`config.mk`:
```
export PLATFORM = sky130hd
export DESIGN_NAME = rwpc_cfg_regs
export DESIGN_NICKNAME = d
export VERILOG_FILES = /design/src/rwpc_pkg.sv /design/src/rwpc_cfg_regs.sv
export SDC_FILE = /design/constraint.sdc
export NUM_CORES = 1
export LEC_CHECK = 0
export ABC_AREA = 1
export BUFFER_PORTS_ARGS = -buffer_cell sky130_fd_sc_hd__buf_2
export CAP_MARGIN = 5
export CORE_MARGIN = 8
export CORE_UTILIZATION = 55
export CTS_CLUSTER_SIZE = 40
export DETAILED_ROUTE_END_ITERATION = 16
export PLACE_DENSITY = 0.87
export SLEW_MARGIN = 5
export SYNTH_ARGS = -nofsm -noshare
export SYNTH_HDL_FRONTEND = slang
export SYNTH_SLANG_ARGS = --single-unit
export TNS_END_PERCENT = 50
```
`constraint.sdc`:
```
create_clock -name clk -period 1.1 [get_ports clk]
set_clock_uncertainty 0.1 [all_clocks]
set_input_delay 0.055 -clock clk [delete_from_list [all_inputs] [get_ports clk]]
set_output_delay 0.055 -clock clk [all_outputs]
set_load 0.005 [all_outputs]
```
`src/rwpc_pkg.sv`:
```
// Package for the rolling window pulse counter.
// Holds the item structs, operation and register codes and default sizes.
// No dependencies.
package rwpc_pkg;

  localparam int IDX_W     = 8;
  localparam int CFG_IDX_W = 3;
  localparam int DATA_W    = 8;

  localparam int DEF_BIN_DEPTH   = 256;
  localparam int DEF_RAIN_SLOTS  = 180;
  localparam int DEF_COUNT_WIDTH = 16;

  // Highest bin index before the wrap when a fixed-window sensor is present.
  localparam logic [IDX_W-1:0] FIXED_LIMIT = 8'd60;
  localparam logic [7:0] FILTER_LEN_RST = 8'd60;

  localparam logic [7:0] TYPE_FIXED  = 8'd7;
  localparam logic [7:0] TYPE_FILTER = 8'd33;

  localparam logic [2:0] OP_TICK      = 3'd0;
  localparam logic [2:0] OP_LIGHT     = 3'd1;
  localparam logic [2:0] OP_RAIN      = 3'd2;
  localparam logic [2:0] OP_CO2       = 3'd3;
  localparam logic [2:0] OP_READ_BINS = 3'd4;
  localparam logic [2:0] OP_READ_RAIN = 3'd5;

  localparam logic [CFG_IDX_W-1:0] CFG_TYPE_A     = 3'd0;
  localparam logic [CFG_IDX_W-1:0] CFG_TYPE_B     = 3'd1;
  localparam logic [CFG_IDX_W-1:0] CFG_TYPE_C     = 3'd2;
  localparam logic [CFG_IDX_W-1:0] CFG_FILTER_LEN = 3'd3;

  typedef struct packed {
    logic [2:0]       operation;
    logic [IDX_W-1:0] read_index;
  } rwpc_in_t;

  typedef struct packed {
    logic [7:0]  bin_index;
    logic [15:0] light_count;
    logic [15:0] co2_count;
    logic [15:0] pulse_count;
    logic [7:0]  rain_value;
    logic [7:0]  rain_slot;
  } rwpc_out_t;

  typedef struct packed {
    logic       any_fixed;
    logic       any_filter;
    logic [7:0] filter_length;
  } rwpc_cfg_t;

endpackage

```
`src/rwpc_cfg_regs.sv`:
```
// Configuration registers of the rolling window pulse counter.
// Decodes the sensor types into wrap-rule flags. Depends on rwpc_pkg.
module rwpc_cfg_regs (
  input  logic                           clk,
  input  logic                           rst_n,
  input  logic                           cfg_valid,
  output logic                           cfg_ready,
  input  logic [rwpc_pkg::CFG_IDX_W-1:0] cfg_index,
  input  logic [rwpc_pkg::DATA_W-1:0]    cfg_data,
  output rwpc_pkg::rwpc_cfg_t            flags
);
  import rwpc_pkg::*;

  logic [7:0] type_a_r;
  logic [7:0] type_b_r;
  logic [7:0] type_c_r;
  logic [7:0] filter_len_r;
  logic       wr;

  assign cfg_ready = 1'b1;
  assign wr        = cfg_valid && cfg_ready;

  always_ff @(posedge clk) begin
    if (!rst_n) begin
      type_a_r     <= '0;
      type_b_r     <= '0;
      type_c_r     <= '0;
      filter_len_r <= FILTER_LEN_RST;
    end else if (wr) begin
      case (cfg_index)
        CFG_TYPE_A:     type_a_r     <= cfg_data;
        CFG_TYPE_B:     type_b_r     <= cfg_data;
        CFG_TYPE_C:     type_c_r     <= cfg_data;
        CFG_FILTER_LEN: filter_len_r <= cfg_data;
        default: ;
      endcase
    end
  end

  always_comb begin
    flags.any_fixed     = (type_a_r == TYPE_FIXED) || (type_b_r == TYPE_FIXED) ||
                          (type_c_r == TYPE_FIXED);
    flags.any_filter    = (type_a_r == TYPE_FILTER) || (type_b_r == TYPE_FILTER) ||
                          (type_c_r == TYPE_FILTER);
    flags.filter_length = filter_len_r;
  end

endmodule

```
==> flow_summary.rst <==
.. list-table::
   :header-rows: 1

   * - Metric
     - Value
   * - Run status
     - finished with violations
   * - Failing checks
     - negative setup slack
   * - I/O Pins
     - 25
   * - TritonCTS clock tree
     - done
   * - Max FO, Critical Path
     - 2
   * - CTS clk-pin slew, worst paths
     - 90 ps
   * - Hold Violations, Final
     - 0
   * - Number of buffers inserted during clock tree synthesis
     - 5
   * - Final clock period utilization by the worst path
     - 118%
   * - Worst Setup Slack post-DPL
     - 64.7 ps
   * - Final setup vio count
     - 2
   * - # DRC
     - 0
   * - ANT nets after route
     - 0
   * - Total routed wirelength
     - 3650 um
   * - Number of instances on the worst hold path
     - 5
   * - Overall via count from detail_route
     - 1505
   * - Filler cells
     - 243
   * - Worst Path Arrival
     - between 1000 and 1500 ps
   * - DIE AREA
     - a little under 5000 um2
   * - H-tree lvl count
     - 2
   * - Total core area
     - 2760 um2
   * - Share of post-route cells with drive strength above 1
     - 25.1%
   * - Routed length on met1
     - 1580 um
   * - Initial Utilization
     - around 58%
   * - Source of the worst hold timing path
     - cfg_data[1]
   * - Largest net degree at the start of global routing
     - 33
   * - Highest-delay cell along the critical path
     - dfxtp_2
   * - Die outline height
     - around 70 um
   * - Uppermost layer routed
     - met4
   * - Sequential cell area
     - 653 um2
   * - Final HPWL from detailed placement
     - 2470 um
   * - Worst IR Drop VDD
     - 0.00102 V
   * - Critical path data required time
     - 940 ps
   * - Max Freq
     - roughly 770 MHz
   * - CTS sink count
     - 32
   * - Global-route wire length before repair
     - 6070 um
   * - Final GP Congestion
     - 0.790
   * - Number of max-slew violations in the final report
     - 0
   * - Post-CTS Repair Setup Buffers
     - 0
   * - Cell-by-cell trace of the critical path
     - inv_2, nand2_2, nor2_1, nand2_1, nand3_1, buf_2
   * - CTS root buf
     - clkbuf_4
   * - Routed wire length per instance
     - 11.8 um
   * - Crit. Startpoint
     - type_a_r[6]
   * - Standard-cell rows
     - 19
   * - Area of combinational cells with multiple inputs
     - 769 um2
   * - Type of the tightest min-delay check
     - input port to register
   * - Unique cell type count in the Yosys netlist
     - 16
   * - Worst r2r src
     - filter_len_r[7]
   * - Nets
     - 292
   * - Total grt overflow
     - 0
   * - DRT iter0 DRCs
     - 81
   * - Number of storage elements in the synthesis netlist
     - 32
   * - Clk buf depth
     - 2
   * - Post-synthesis sequential area ratio
     - between 40% and 50%
   * - Area contributors post-synth
     - dfxtp_1 40%, nand2_1 16%, nor2_1 12%, nand3_1 9.4%, inv_1 8.0%
   * - PortBufs
     - 23
   * - Drt pass-1 iters
     - 4
   * - Count of maximum capacitance violations
     - 0
   * - Final total negative setup slack
     - -383 ps
   * - Type of the worst setup path
     - register to primary output
   * - Synth-to-Final Area Change
     - 19.0%
   * - Combined area of all synthesized cells
     - 1590 um2
   * - Via density
     - 4.85
   * - Pwr Density
     - between 1000 and 1500 nW/um2
   * - Worst Setup End Kind
     - primary output
   * - X dimension of the die
     - around 70 um
   * - Antenna violations before repair
     - 0
   * - Total instance count after detailed placement
     - 296
   * - Reg-to-reg critical path endpoint
     - filter_len_r[7]
   * - Startpoint class of the critical path
     - register
   * - Number of cells in the finished layout apart from fillers
     - 310
   * - Number of instances in the synthesized netlist
     - roughly 250
   * - Dominant cell type by area after synthesis
     - dfxtp_1
   * - End point of the most critical hold path
     - filter_len_r[1]
   * - Met3 Wirelength
     - 253 um
   * - Length in cells of the worst reg-to-reg path
     - 2
   * - Total routing usage reported by global routing
     - 15.1%
   * - Yosys top cell area share
     - 40.3%
   * - Diode insertion count for antenna repair
     - 0
   * - Setup repair after global routing missed its margin
     - true
   * - Met2 routed wirelength
     - around 1700 um
   * - Mean area per synthesized cell
     - around 6.4 um2
   * - Clock Latency Late Sink
     - about 330 ps
   * - Most frequent cells in the layout
     - 63 x nand2_1, 49 x nor2_1, 30 x nand3_1, 28 x inv_1, 23 x buf_2
   * - Number of warnings reported in the yosys synthesis log
     - 0
   * - Slack of the critical path
     - -197 ps
   * - Vias in the first global route
     - 1366
   * - Final critical-path required period
     - approximately 1300 ps
   * - Static leakage power
     - 0.874 nW
   * - Net count after synthesis
     - around 260
   * - Most common cell after layout, fill and taps aside
     - nand2_1
   * - Delay of the slowest cell on the worst path
     - 340 ps
   * - Worst-case register-to-register setup slack
     - 320 ps
## worst max-delay path: cells and delay by family (launching register included)
kind	cells	cell delay, ps
flip-flops	1	340
AND/OR/NAND/NOR	4	310
buffers and inverters	2	160
## synth_stat cells
library cell / count
clkbuf_1: 1
dfxtp_1: 32
nor2_4: 4
inv_1: 34
inv_2: 1
a21oi_1: 8
buf_2: 2
nor2_2: 8
nand2_1: 66
buf_6: 3
nand2_4: 1
nand3_1: 30
nand2_2: 1
nor2_1: 52
buf_4: 3
conb_1: 1
## cell type report
class | instances | share of cell area, %
inverter | 35 | 6.94
timing repair buffer | 33 | 12.8
clock buffer | 8 | 3.10
tap | 31 | 2.05
multi-input combinational | 171 | 40.6
sequential | 32 | 34.5
## how the worst max path moves through the flow
stage                      end  slack (ps)
2_1_floorplan      type_a_r[6]         310
3_3_place_gp       type_c_r[6]         110
4_1_cts               flags[8]        -200
5_1_grt               flags[9]        -290
3_5_place_dp   filter_len_r[7]          60
6_report              flags[8]        -200
## repair_timing
item,CTS,global route
endpoints found under the setup margin,2,2
hold endpoints to repair,6,0
pin swaps,0,12
gates resized for setup,4,19
hold buffers,6,0
## sequential cells by signal, summed over array words and instances, names as in the netlist
register	flops
filter_len_r	8
type_a_r	8
type_b_r	8
type_c_r	8
## metrics by stage
stage / total power, mW / hold slack (ps) / utilization, % / instance area, um2
2_1_floorplan: 1.45 / 75.7 / - / 1590
3_3_place_gp: 1.54 / 192 / 63.2 / 1740
3_5_place_dp: 1.55 / 193 / 63.2 / 1740
4_1_cts: 2.25 / 5.85 / 67.8 / 1870
5_1_grt: 2.37 / 35.3 / 68.7 / 1890
6_report: 2.24 / 10.2 / 68.7 / 1890
## where the power goes
group	switching [mW]	leakage, nW	total, mW	internal, mW
registers	0.0254	0.265	1.23	1.20
clock network	0.373	0.0326	0.688	0.315
logic	0.196	0.576	0.330	0.134
## routing by layer
metal  vias up  track usage (%)
li1        798                -
met1       662             17.7
met2        38             24.1
met3         7             4.58
met4         0             8.04
met5         -                0
## kinds of logic after synthesis
logic type,share of synthesized area [%]
DFF,40.3
and+or+nand+nor,44.3
other,0.236
AOI/OAI and AO/OA,2.52
buffers and inverters,12.7
(Power assumes the default switching activity.)
